File: config.mk
export PLATFORM = sky130hd
export DESIGN_NAME = self_diag_fault_supervisor_flat
export DESIGN_NICKNAME = d
export VERILOG_FILES = /design/src/rtl/core/sdfs_pkg.sv /design/src/rtl/core/sdfs_if.sv /design/src/rtl/core/sdfs_rf_watchdog.sv /design/src/rtl/core/self_diag_fault_supervisor.sv /design/src/flat_wrapper.sv
export SDC_FILE = /design/constraint.sdc
export NUM_CORES = 1
export LEC_CHECK = 0
export ABC_AREA = 1
export BUFFER_PORTS_ARGS = -buffer_cell sky130_fd_sc_hd__buf_2
export CAP_MARGIN = 20
export CORE_MARGIN = 5
export CORE_UTILIZATION = 44
export CTS_BUF_LIST = sky130_fd_sc_hd__clkbuf_4 sky130_fd_sc_hd__clkbuf_8 sky130_fd_sc_hd__clkbuf_16
export CTS_CLUSTER_SIZE = 14
export DETAILED_ROUTE_END_ITERATION = 8
export GPL_TIMING_DRIVEN = 0
export HOLD_SLACK_MARGIN = 0.15
export SYNTH_ARGS = -nofsm -noshare
export SYNTH_HDL_FRONTEND = slang
export SYNTH_SLANG_ARGS = --single-unit
File: constraint.sdc
create_clock -name clk -period 3.6 [get_ports clk]
set_input_delay 0.72 -clock clk [delete_from_list [all_inputs] [get_ports clk]]
set_output_delay 0.72 -clock clk [all_outputs]
set_load 0.1 [all_outputs]
File: src/rtl/core/sdfs_pkg.sv
`default_nettype none
package sdfs_pkg;

  localparam int unsigned CfgIndexWidth = 3;
  localparam int unsigned CfgDataWidth  = 15;
  localparam int unsigned CountWidth    = 16;

  typedef logic [CfgIndexWidth-1:0] cfg_index_t;
  typedef logic [CountWidth-1:0]    count_t;
  typedef logic [14:0]              limit_t;

  // register indexes
  localparam cfg_index_t RegVoltageMin       = 3'd0;
  localparam cfg_index_t RegVoltageMax       = 3'd1;
  localparam cfg_index_t RegSameLevelLimit   = 3'd2;
  localparam cfg_index_t RegLevelChangeWin   = 3'd3;
  localparam cfg_index_t RegInactiveLimit    = 3'd4;
  localparam cfg_index_t RegActiveHold       = 3'd5;

  // test status codes
  localparam logic [1:0] StError  = 2'd1;
  localparam logic [1:0] StDoneOk = 2'd2;

  // fault byte bits
  localparam logic [7:0] BitRamFail   = 8'h04;
  localparam logic [7:0] BitRomFail   = 8'h08;
  localparam logic [7:0] BitRfDefect  = 8'h20;

  localparam logic [7:0] SupplyInvalid = 8'hff;

  localparam logic [7:0] VoltageMinReset     = 8'd0;
  localparam logic [7:0] VoltageMaxReset     = 8'd255;
  localparam limit_t     SameLevelLimitReset = 15'd1200;
  localparam limit_t     LevelChangeWinReset = 15'd1200;
  localparam limit_t     InactiveLimitReset  = 15'd6000;
  localparam limit_t     ActiveHoldReset     = 15'd2400;

  typedef struct packed {
    limit_t same_level_limit;
    limit_t level_change_window;
    limit_t inactive_limit;
    limit_t active_hold;
  } wd_cfg_t;

endpackage
`default_nettype wire

File: src/rtl/core/sdfs_if.sv
`default_nettype none
interface sdfs_in_if;
  logic       valid;
  logic       ready;
  logic       full_mode;
  logic [7:0] supply_voltage;
  logic [7:0] noise_level;
  logic       receiver_processing;
  logic [1:0] ram_test_status;
  logic [1:0] rom_test_status;

  modport source (
    output valid, full_mode, supply_voltage, noise_level, receiver_processing,
           ram_test_status, rom_test_status,
    input  ready
  );
  modport sink (
    input  valid, full_mode, supply_voltage, noise_level, receiver_processing,
           ram_test_status, rom_test_status,
    output ready
  );
endinterface

interface sdfs_out_if;
  logic       valid;
  logic       ready;
  logic [7:0] fault_reasons;
  logic       report_valid;
  logic       receiver_error;

  modport source (
    output valid, fault_reasons, report_valid, receiver_error,
    input  ready
  );
  modport sink (
    input  valid, fault_reasons, report_valid, receiver_error,
    output ready
  );
endinterface
`default_nettype wire

File: src/rtl/core/sdfs_rf_watchdog.sv
`default_nettype none
module sdfs_rf_watchdog
  import sdfs_pkg::*;
(
  input  wire logic       clk,
  input  wire logic       rst,
  input  wire logic       update,
  input  wire logic [7:0] noise_level,
  input  wire logic       receiver_processing,
  input  wire wd_cfg_t    cfg,
  output logic            receiver_error
);

  logic [7:0] last_noise;
  count_t     same_level_count;
  count_t     inactive_count;

  logic [7:0] last_noise_next;
  count_t     same_level_count_next;
  count_t     inactive_count_next;

  logic            same_at_limit;
  logic            same_in_window;
  logic            inact_at_limit;
  logic            inact_in_hold;
  logic [CountWidth:0] same_end;
  logic [CountWidth:0] inact_end;
  logic            noise_err;
  logic            inact_err;

  always_comb begin
    same_end = {2'b00, cfg.same_level_limit} + {2'b00, cfg.level_change_window};
    inact_end = {2'b00, cfg.inactive_limit} + {2'b00, cfg.active_hold};
    same_at_limit  = same_level_count >= {1'b0, cfg.same_level_limit};
    same_in_window = same_end > {1'b0, same_level_count};
    inact_at_limit = inactive_count >= {1'b0, cfg.inactive_limit};
    inact_in_hold  = inact_end > {1'b0, inactive_count};

    // stuck noise level
    noise_err = 1'b0;
    same_level_count_next = same_level_count;
    if (noise_level == last_noise) begin
      if (same_at_limit) noise_err = 1'b1;
      else same_level_count_next = same_level_count + 1'b1;
    end else if (same_at_limit) begin
      if (same_in_window) begin
        noise_err = 1'b1;
        same_level_count_next = '0;
      end
    end else begin
      same_level_count_next = '0;
    end
    last_noise_next = noise_level;

    // receiver inactivity, held for a while after processing resumes
    inact_err = 1'b0;
    if (receiver_processing) begin
      if (inact_at_limit && inact_in_hold) begin
        inactive_count_next = inactive_count + 1'b1;
        inact_err = 1'b1;
      end else begin
        inactive_count_next = '0;
      end
    end else if (inact_at_limit) begin
      inactive_count_next = inactive_count;
      inact_err = 1'b1;
    end else begin
      inactive_count_next = inactive_count + 1'b1;
    end

    receiver_error = noise_err | inact_err;
  end

  always_ff @(posedge clk) begin
    if (rst) begin
      last_noise       <= '0;
      same_level_count <= '0;
      inactive_count   <= '0;
    end else if (update) begin
      last_noise       <= last_noise_next;
      same_level_count <= same_level_count_next;
      inactive_count   <= inactive_count_next;
    end
  end

endmodule
`default_nettype wire

File: src/rtl/core/self_diag_fault_supervisor.sv
`default_nettype none
// Diagnostic fault supervisor: each item is one diagnostic tick and yields
// exactly one result item. A tick acts only in full mode with a valid supply
// reading (not 255, strictly between voltage_min and voltage_max); it then
// runs the receiver watchdog and updates the fault byte, whose RAM and ROM
// bits are sticky. An item is registered on entry and its result is worked
// out from that register into the output register, so one item is taken
// every cycle while the output is not stalled; the fault byte and the
// watchdog counters are updated in the same cycle as the output register.
// The result is valid once the item has moved on into the output register.
// Configuration writes take effect at once and are meant for idle periods.
module self_diag_fault_supervisor
  import sdfs_pkg::*;
(
  input  wire logic              clk,
  input  wire logic              rst,
  input  wire logic              cfg_write,
  input  wire cfg_index_t        cfg_index,
  input  wire logic [CfgDataWidth-1:0] cfg_data,
  sdfs_in_if.sink                in_item,
  sdfs_out_if.source             out_item
);

  logic [7:0] voltage_min;
  logic [7:0] voltage_max;
  wd_cfg_t    wd_cfg;

  always_ff @(posedge clk) begin
    if (rst) begin
      voltage_min                <= VoltageMinReset;
      voltage_max                <= VoltageMaxReset;
      wd_cfg.same_level_limit    <= SameLevelLimitReset;
      wd_cfg.level_change_window <= LevelChangeWinReset;
      wd_cfg.inactive_limit      <= InactiveLimitReset;
      wd_cfg.active_hold         <= ActiveHoldReset;
    end else if (cfg_write) begin
      unique case (cfg_index)
        RegVoltageMin:     voltage_min                <= cfg_data[7:0];
        RegVoltageMax:     voltage_max                <= cfg_data[7:0];
        RegSameLevelLimit: wd_cfg.same_level_limit    <= cfg_data;
        RegLevelChangeWin: wd_cfg.level_change_window <= cfg_data;
        RegInactiveLimit:  wd_cfg.inactive_limit      <= cfg_data;
        RegActiveHold:     wd_cfg.active_hold         <= cfg_data;
        default: ;
      endcase
    end
  end

  // input register
  logic       s1_valid;
  logic       s1_full_mode;
  logic [7:0] s1_supply;
  logic [7:0] s1_noise;
  logic       s1_processing;
  logic [1:0] s1_ram;
  logic [1:0] s1_rom;

  logic advance;
  assign advance = s1_valid && (!out_item.valid || out_item.ready);
  assign in_item.ready = !s1_valid || advance;

  always_ff @(posedge clk) begin
    if (rst) begin
      s1_valid <= 1'b0;
    end else if (in_item.ready) begin
      s1_valid <= in_item.valid;
    end
  end

  always_ff @(posedge clk) begin
    if (in_item.valid && in_item.ready) begin
      s1_full_mode  <= in_item.full_mode;
      s1_supply     <= in_item.supply_voltage;
      s1_noise      <= in_item.noise_level;
      s1_processing <= in_item.receiver_processing;
      s1_ram        <= in_item.ram_test_status;
      s1_rom        <= in_item.rom_test_status;
    end
  end

  logic gated_in;
  assign gated_in = s1_full_mode && (s1_supply != SupplyInvalid) &&
                    (s1_supply > voltage_min) && (s1_supply < voltage_max);

  logic rf_err;

  sdfs_rf_watchdog u_watchdog (
    .clk                 (clk),
    .rst                 (rst),
    .update              (advance && gated_in),
    .noise_level         (s1_noise),
    .receiver_processing (s1_processing),
    .cfg                 (wd_cfg),
    .receiver_error      (rf_err)
  );

  logic [7:0] fault_byte;
  logic [7:0] fault_byte_next;
  logic       report_next;

  always_comb begin
    fault_byte_next = fault_byte;
    report_next     = 1'b0;
    if (gated_in) begin
      if (s1_ram == StError) fault_byte_next = fault_byte_next | BitRamFail;
      if (s1_rom == StError) fault_byte_next = fault_byte_next | BitRomFail;
      if (rf_err) fault_byte_next = fault_byte_next | BitRfDefect;
      else        fault_byte_next = fault_byte_next & ~BitRfDefect;
      if (fault_byte_next != 8'h00) begin
        report_next = fault_byte_next != fault_byte;
      end else begin
        // all clear only once both memory tests have passed
        report_next = !rf_err && (s1_ram == StDoneOk) && (s1_rom == StDoneOk);
      end
    end
  end

  always_ff @(posedge clk) begin
    if (rst) begin
      fault_byte     <= '0;
      out_item.valid <= 1'b0;
    end else begin
      if (advance) begin
        fault_byte     <= fault_byte_next;
        out_item.valid <= 1'b1;
      end else if (out_item.ready) begin
        out_item.valid <= 1'b0;
      end
    end
  end

  always_ff @(posedge clk) begin
    if (advance) begin
      out_item.fault_reasons  <= fault_byte_next;
      out_item.report_valid   <= report_next;
      out_item.receiver_error <= gated_in && rf_err;
    end
  end

endmodule
`default_nettype wire
File: src/flat_wrapper.sv
// flat-port wrapper written by rule: the top's interface ports become plain ports
module self_diag_fault_supervisor_flat import sdfs_pkg::*;
  (clk, rst, cfg_write, cfg_index, cfg_data, in_item_valid, in_item_full_mode, in_item_supply_voltage, in_item_noise_level, in_item_receiver_processing, in_item_ram_test_status, in_item_rom_test_status, in_item_ready, out_item_valid, out_item_fault_reasons, out_item_report_valid, out_item_receiver_error, out_item_ready);
  sdfs_in_if in_item_i ();
  sdfs_out_if out_item_i ();
  input  wire logic clk;
  input  wire logic rst;
  input  wire logic cfg_write;
  input  wire cfg_index_t cfg_index;
  input  wire logic [CfgDataWidth-1:0] cfg_data;
  input wire logic [$bits(in_item_i.valid)-1:0] in_item_valid;
  input wire logic [$bits(in_item_i.full_mode)-1:0] in_item_full_mode;
  input wire logic [$bits(in_item_i.supply_voltage)-1:0] in_item_supply_voltage;
  input wire logic [$bits(in_item_i.noise_level)-1:0] in_item_noise_level;
  input wire logic [$bits(in_item_i.receiver_processing)-1:0] in_item_receiver_processing;
  input wire logic [$bits(in_item_i.ram_test_status)-1:0] in_item_ram_test_status;
  input wire logic [$bits(in_item_i.rom_test_status)-1:0] in_item_rom_test_status;
  output wire logic [$bits(in_item_i.ready)-1:0] in_item_ready;
  output wire logic [$bits(out_item_i.valid)-1:0] out_item_valid;
  output wire logic [$bits(out_item_i.fault_reasons)-1:0] out_item_fault_reasons;
  output wire logic [$bits(out_item_i.report_valid)-1:0] out_item_report_valid;
  output wire logic [$bits(out_item_i.receiver_error)-1:0] out_item_receiver_error;
  input wire logic [$bits(out_item_i.ready)-1:0] out_item_ready;
  assign in_item_i.valid = in_item_valid;
  assign in_item_i.full_mode = in_item_full_mode;
  assign in_item_i.supply_voltage = in_item_supply_voltage;
  assign in_item_i.noise_level = in_item_noise_level;
  assign in_item_i.receiver_processing = in_item_receiver_processing;
  assign in_item_i.ram_test_status = in_item_ram_test_status;
  assign in_item_i.rom_test_status = in_item_rom_test_status;
  assign in_item_ready = in_item_i.ready;
  assign out_item_valid = out_item_i.valid;
  assign out_item_fault_reasons = out_item_i.fault_reasons;
  assign out_item_report_valid = out_item_i.report_valid;
  assign out_item_receiver_error = out_item_i.receiver_error;
  assign out_item_i.ready = out_item_ready;
  self_diag_fault_supervisor u_core (.clk(clk), .rst(rst), .cfg_write(cfg_write), .cfg_index(cfg_index), .cfg_data(cfg_data), .in_item(in_item_i), .out_item(out_item_i));
endmodule
### Word level (Yosys, flattened, before mapping)

Cells that the tools add are included.

| operators by class | value |
|---|---|
| add/sub/neg operators | 4 |
| magnitude comparators | 6 |
| eq/ne operators | 15 |
| multiplexer cells | 22 |
| bitwise logic cells | 1 |
| reduce and logical (&&, ||, !) cells | 26 |

Operators with widths:

| operator | number |
|---|---|
| two-way mux 16 bit | 7 |
| adder 15 x 15 -> 16 bit | 2 |
| adder 16 x 1 -> 16 bit (second input constant) | 2 |
| >= comparator 16 x 15 -> 1 bit | 2 |
| > comparator 17 x 16 -> 1 bit | 1 |
| > comparator 16 bit | 1 |
| two-way mux 8 bit | 2 |
| AND reduction 2 bit | 7 |
| logical AND 1 bit | 10 |
| two-way mux 1 bit | 10 |
| == test 8 bit | 1 |
| > comparator 8 bit | 1 |
| < comparator 8 bit | 1 |
| inequality test 8 bit | 1 |
| inequality test 8 bit (second input constant) | 1 |
| nonzero test 8 bit | 1 |
| == test 3 x 2 -> 1 bit (second input constant) | 2 |
| == test 3 bit (second input constant) | 2 |
| two-way mux 6 bit | 1 |
| == test 2 x 1 -> 1 bit (second input constant) | 2 |
| == test 2 bit (second input constant) | 2 |
| two-way mux 4 bit | 1 |
| inequality test 2 x 1 -> 1 bit (second input constant) | 2 |
| == test 3 x 1 -> 1 bit (second input constant) | 1 |
| 8 further kinds | 11 |

| word-level totals | value |
|---|---|
| register bits after elaboration | 158 |
| input port bits | 45 |
| output and inout port bits | 12 |
| logic and storage cells | 95 |

### Longest topological paths before layout

| depth | value |
|---|---|
| word-level depth | 10 |
| depth in mapped cells | 25 |
| mapped depth without buffers | 25 |

### Modules after synthesis

A second synthesis with hierarchy kept.

| unflattened totals | value |
|---|---|
| cell total of the unflattened synthesis | 1,316 |
| area total of the unflattened synthesis | 9,724.3 sq um |

By module, submodules not included:

| module | times used | cells each | area each (sq um) | sequential area each (sq um) |
|---|---|---|---|---|
| sdfs_rf_watchdog | 1 | 824 | 5,432.7 | 800.8 |
| self_diag_fault_supervisor | 1 | 492 | 4,291.6 | 2,432.3 |

### Worst setup path before layout

Ideal clock, no wire load.

| timing path | value |
|---|---|
| path type | reg2reg |
| from | register u_core.wd_cfg[45] (netlist bit) |
| to | register u_core.u_watchdog.same_level_count[10] |
| setup time | 0.132 ns |
| data arrival time | 3.019 ns |
| required time | 3.468 ns |
| path slack | 0.449 ns |
| cell stages (with the launch flop) | 24 |
| buffers on the path | 1 |
| period minus slack after synthesis | 3.151 ns |
| cell sequence | dfxtp_1 -> ha_1 -> inv_1 -> fa_1 -> inv_1 -> nand3_1 -> nand2_1 -> a21oi_1 -> o21bai_1 -> a31oi_1 -> xnor2_1 -> ha_1 -> nand2_1 -> nor2_1 -> nand2_1 -> inv_1 -> nor2_1 -> a21oi_1 -> nand2_1 -> o21ai_4 -> nand2_4 -> buf_4 -> nand2_1 -> a21oi_1 |

| between the ends | value |
|---|---|
| longest elaborated chain between the ends | 4 |
| elaborated cells between the ends (all ways) | 8 |
| those cells by class | 1 x add/sub; 2 x order compare; 2 x eq/ne; 2 x mux; 1 x reduce/logical |

RTL lines:

| element | line | source |
|---|---|---|
| start: declaration | self_diag_fault_supervisor.sv:26 | `wd_cfg_t wd_cfg;` |
| adder 15 x 15 -> 16 bit | sdfs_rf_watchdog.sv:32 | `same_end = {2'b00, cfg.same_level_limit} + {2'b00, cfg.level_change_window};` |
| > comparator 17 x 16 -> 1 bit | sdfs_rf_watchdog.sv:35 | `same_in_window = same_end > {1'b0, same_level_count};` |
| inequality test 2 x 1 -> 1 bit (no source line) | - |  |
| AND reduction 3 bit (no source line) | - |  |
| end signal: assignment | sdfs_rf_watchdog.sv:81 | `same_level_count <= same_level_count_next;` |
| end: declaration | sdfs_rf_watchdog.sv:15 | `count_t same_level_count;` |

Several ways; a longest one is shown, not always the timed one.
A chain may end at the register's enable or synchronous reset.

### Worst setup path in the final report

| timing path | value |
|---|---|
| from | register u_core.wd_cfg[30] (netlist bit) |
| to | register u_core.out_item.fault_reasons[5] (data pin) |

| between the ends | value |
|---|---|
| longest elaborated chain between the ends | 9 |

RTL lines:

| element | line | source |
|---|---|---|
| adder 15 x 15 -> 16 bit | sdfs_rf_watchdog.sv:32 |  |
| > comparator 17 x 16 -> 1 bit | sdfs_rf_watchdog.sv:35 |  |
| two-way mux 1 bit | sdfs_rf_watchdog.sv:46 | `if (same_in_window) begin` |
| two-way mux 1 bit | sdfs_rf_watchdog.sv:45 | `end else if (same_at_limit) begin` |
| two-way mux 1 bit | sdfs_rf_watchdog.sv:42 | `if (noise_level == last_noise) begin` |
| OR 1 bit | sdfs_rf_watchdog.sv:71 | `receiver_error = noise_err \| inact_err;` |
| two-way mux 6 bit | self_diag_fault_supervisor.sv:107 | `if (rf_err) fault_byte_next = fault_byte_next \| BitRfDefect;` |
| two-way mux 8 bit (2 in series) | self_diag_fault_supervisor.sv:104 | `if (gated_in) begin` |
| via u_core.fault_byte_next[5] | self_diag_fault_supervisor.sv:98 | `logic [7:0] fault_byte_next;` |
| end signal: assignment | self_diag_fault_supervisor.sv:134 | `out_item.fault_reasons <= fault_byte_next;` |
| end: declaration | sdfs_if.sv:32 | `output valid, fault_reasons, report_valid, receiver_error,` |

The timed path passes the listed nets, and every way through them passes these cells. The select of a mux whose other input is x is not followed.

==> results.sh <==
export IMPL_run_status="complete, no violations"
export IMPL_crit_arrival_ps=3530
export IMPL_synth_edf_count=27
export IMPL_synth_ff_latch_count=148
export IMPL_hold_path_cell_count=1
export IMPL_yosysWarnings=0
export IMPL_synth_area_um2=9370
export IMPL_critPathLaunchType="flip-flop"
export IMPL_ctsHoldBuffers=0
export IMPL_worst_slew_pin_slew_ps=980
export IMPL_drv_cap=0
export IMPL_syn_to_final_growth_pct=15.0
export IMPL_grt_pass1_vias=7889
export IMPL_cts_tree="built"
export IMPL_avgSynthCellArea_um2=7.38
export IMPL_synth_cell_types=42
export IMPL_vias=8312
export IMPL_dpl_cell_area_um2=9980
export IMPL_post_drt_wl_per_cell_um=15.1
export IMPL_cellPowerDensity_nw_per_um2=387
export IMPL_min_period_ps=3370
export IMPL_criticalPathCategory="flip-flop to flip-flop"
export IMPL_cp_required_ps=3760
export IMPL_htree_levels=4
export IMPL_die_height_um=156
export IMPL_io_pins=57
export IMPL_grt_remaining_overflow=0
export IMPL_track_usage_pct=21.0
export IMPL_dieArea_um2=24300
export IMPL_fmax_mhz=296
export IMPL_synth_compound_area_share_pct=14.0
export IMPL_fin_util_pct=51.3
export IMPL_p_leak_nw=4.90
export IMPL_synth_top_family_by_area="simple AND/OR/NAND/NOR gates"
export IMPL_route_detailed_drc=0
export IMPL_skew_ps=11.0
export IMPL_finalHoldViolCount=0
export IMPL_portBuffers=51
export IMPL_row_count=53
export IMPL_max_clock_path_buffers=2
export IMPL_cts_sink_count=148
export IMPL_drtIter0Drc=595
export IMPL_dominantRegCellSynth="dfxtp_1"
export IMPL_synth_xor_xnor_area_share_pct=4.49
export IMPL_cts_buffers=17
export IMPL_synthSimpleGateAreaFrac_pct=23.2
export IMPL_fin_ws_ps=225
export IMPL_setup_viol=0
export IMPL_core_area_um2=21000
export IMPL_fp_dieW_um=156
export IMPL_cts_root_buf="clkbuf_16"
export IMPL_slew_limit_headroom_pct=34.6
export IMPL_worstHoldPathType="input port to flip-flop"
export IMPL_synth_async_reset_ratio_pct=0
export IMPL_grt_start_max_net_pins=23
export IMPL_yosysTopAreaCellShare_pct=25.9
export IMPL_ir_worst_vdd_v=0.000305
export IMPL_muxShareOfSynthArea_pct=0
export IMPL_synth_largest_area_cell="dfxtp_1"
export IMPL_antenna_cells=0
export IMPL_drive_gt1_share_pct=10.5
export IMPL_initial_core_util_pct=44.6
export IMPL_yosys_top_cells_area="dfxtp_1, ha_1, nand2_1"
export IMPL_post_dp_hpwl_mm=19.2
export IMPL_nets=1511
export IMPL_synth_fa_ha_area_share_pct=15.0
export IMPL_grt_pass1_wl_mm=40.6
export IMPL_final_period_utilization_pct=93.7
export IMPL_fillers=2047
export IMPL_gp_congestion=0.892
export IMPL_antenna_left=0
export IMPL_cp_end_kind="flip-flop"
export IMPL_wl_mm=24.8
export IMPL_dp_slack_ps=-248
export IMPL_viasPerCell=5.06
export IMPL_syn_inst=1270
export IMPL_fin_area_um2=10800
export IMPL_clk_pin_slew_worst_paths_ps=70
export IMPL_rrSetupSlack_ps=230
export IMPL_firstDrtPassIters=5
export IMPL_maxSlewViolCount=0
export IMPL_reg2reg_depth=23
export IMPL_antenna_found_initial=1
export IMPL_clock_latency_ps=430
export IMPL_ys_seq_area_share_pct=34.5
export IMPL_worst_path_max_fanout=4
## metrics by stage
stage / cells / power, mW / TNS [ps] / hold slack [ps]
finish: 1643 / 4.18 / 0 / 460
floorplan: 1274 / 2.27 / 0 / 433
detailed placement: 1600 / 2.46 / -4210 / 454
global placement: 1600 / 2.45 / -3930 / 446
global route: 1643 / 4.38 / -7.15 / 444
CTS: 1636 / 4.19 / 0 / 443
## per-layer routing
metal,vias to the layer above,global-route usage [%],wire [um]
met5,-,0,0
li1,4366,-,-
met2,170,35.5,11800
met1,3744,28.1,11300
met3,32,2.88,1240
met4,0,5.75,428
## cell type report
type / count / area (um^2) / area share [%]
Timing Repair Buffer: 62 / 338 / 3.13
Inverter: 170 / 638 / 5.92
Clock buffer: 18 / 433 / 4.02
Multi-Input combinational cell: 920 / 5460 / 50.6
Buffer: 36 / 193 / 1.79
Clock inverter: 14 / 139 / 1.29
Sequential cell: 148 / 3240 / 30.0
Tap cell: 275 / 344 / 3.19
## Yosys cell counts, types with 3 or more instances
cell	number
a21boi_0	3
a21o_1	4
a21oi_1	112
a31oi_1	4
buf_4	7
buf_6	3
clkbuf_1	23
dfxtp_1	121
edfxtp_1	27
ha_1	109
inv_1	166
nand2_1	239
nand3_1	74
nand4_1	16
nor2_1	158
nor3_1	13
nor4_1	5
o211ai_1	19
o21a_1	4
o21ai_0	80
o21bai_1	6
xnor2_1	10
xor2_1	38
## path summary, 6_finish.rpt
check,from,endpoint
max,u_core.wd_cfg[30],u_core.out_item.fault_reasons[5]
min,in_item_supply_voltage[3],u_core.s1_supply[3]
max reg2reg,u_core.wd_cfg[30],u_core.out_item.fault_reasons[5]
min reg2reg,u_core.voltage_min[3],u_core.voltage_min[3]
## worst max-delay path, stage by stage, from the launching register on
cell and delay (ps):
dfxtp_1 330, ha_1 160, inv_1 50, fa_2 350, inv_1 70, nand3_1 80
nand2_2 90, a21oi_1 80, o21bai_2 190, buf_4 150, xnor2_1 120, inv_1 70
ha_1 290, nand2_1 60, nor2_1 120, nand3_1 110, nor2_1 150, a21oi_2 50
nand2_2 130, nand2_1 80, nand2_2 110, nand3_4 90, nand2_1 90, o21ai_0 80
## placed cells by master (no fill, tap or decap), types with 17 or more instances in the layout
cell type  count
nand2_1      234
inv_1        166
nor2_1       157
dfxtp_1      118
a21oi_1      110
ha_1         106
o21ai_0       79
nand3_1       71
buf_2         52
xor2_1        36
edfxtp_1      27
clkbuf_1      23
o211ai_1      19
buf_4         18
clkbuf_16     17
## logic make-up after synthesis
kind of cell / count (synthesis)
and+or+nand+nor: 518
AOI/OAI and AO/OA: 238
DFF: 148
adders and majority gates: 111
other: 1
buffers and inverters: 206
xor gates and xnor gates: 48
## state kept, by name (all words and copies together) (netlist names), 2 cells and up
signal	flops
u_core.wd_cfg	60
u_core.u_watchdog.inactive_count	16
u_core.u_watchdog.same_level_count	16
u_core.s1_noise	8
u_core.s1_supply	8
u_core.u_watchdog.last_noise	8
u_core.voltage_max	8
u_core.voltage_min	8
u_core.fault_byte	3
u_core.out_item.fault_reasons	3
u_core.s1_ram	2
u_core.s1_rom	2
## where the power goes
part / switching [mW] / leakage (nW) / internal (mW) / total (mW)
Clock: 0.801 / 0.280 / 0.925 / 1.73
Sequential: 0.0384 / 1.25 / 1.75 / 1.79
Combinational: 0.433 / 3.37 / 0.232 / 0.665
Total: 1.27 / 4.90 / 2.90 / 4.18
## what timing repair did
item,CTS,global route
resized for setup,9,28
endpoints found under the setup margin,30,36
pin swaps,3,12
buffers inserted,4,7
(Power assumes the default switching activity.)
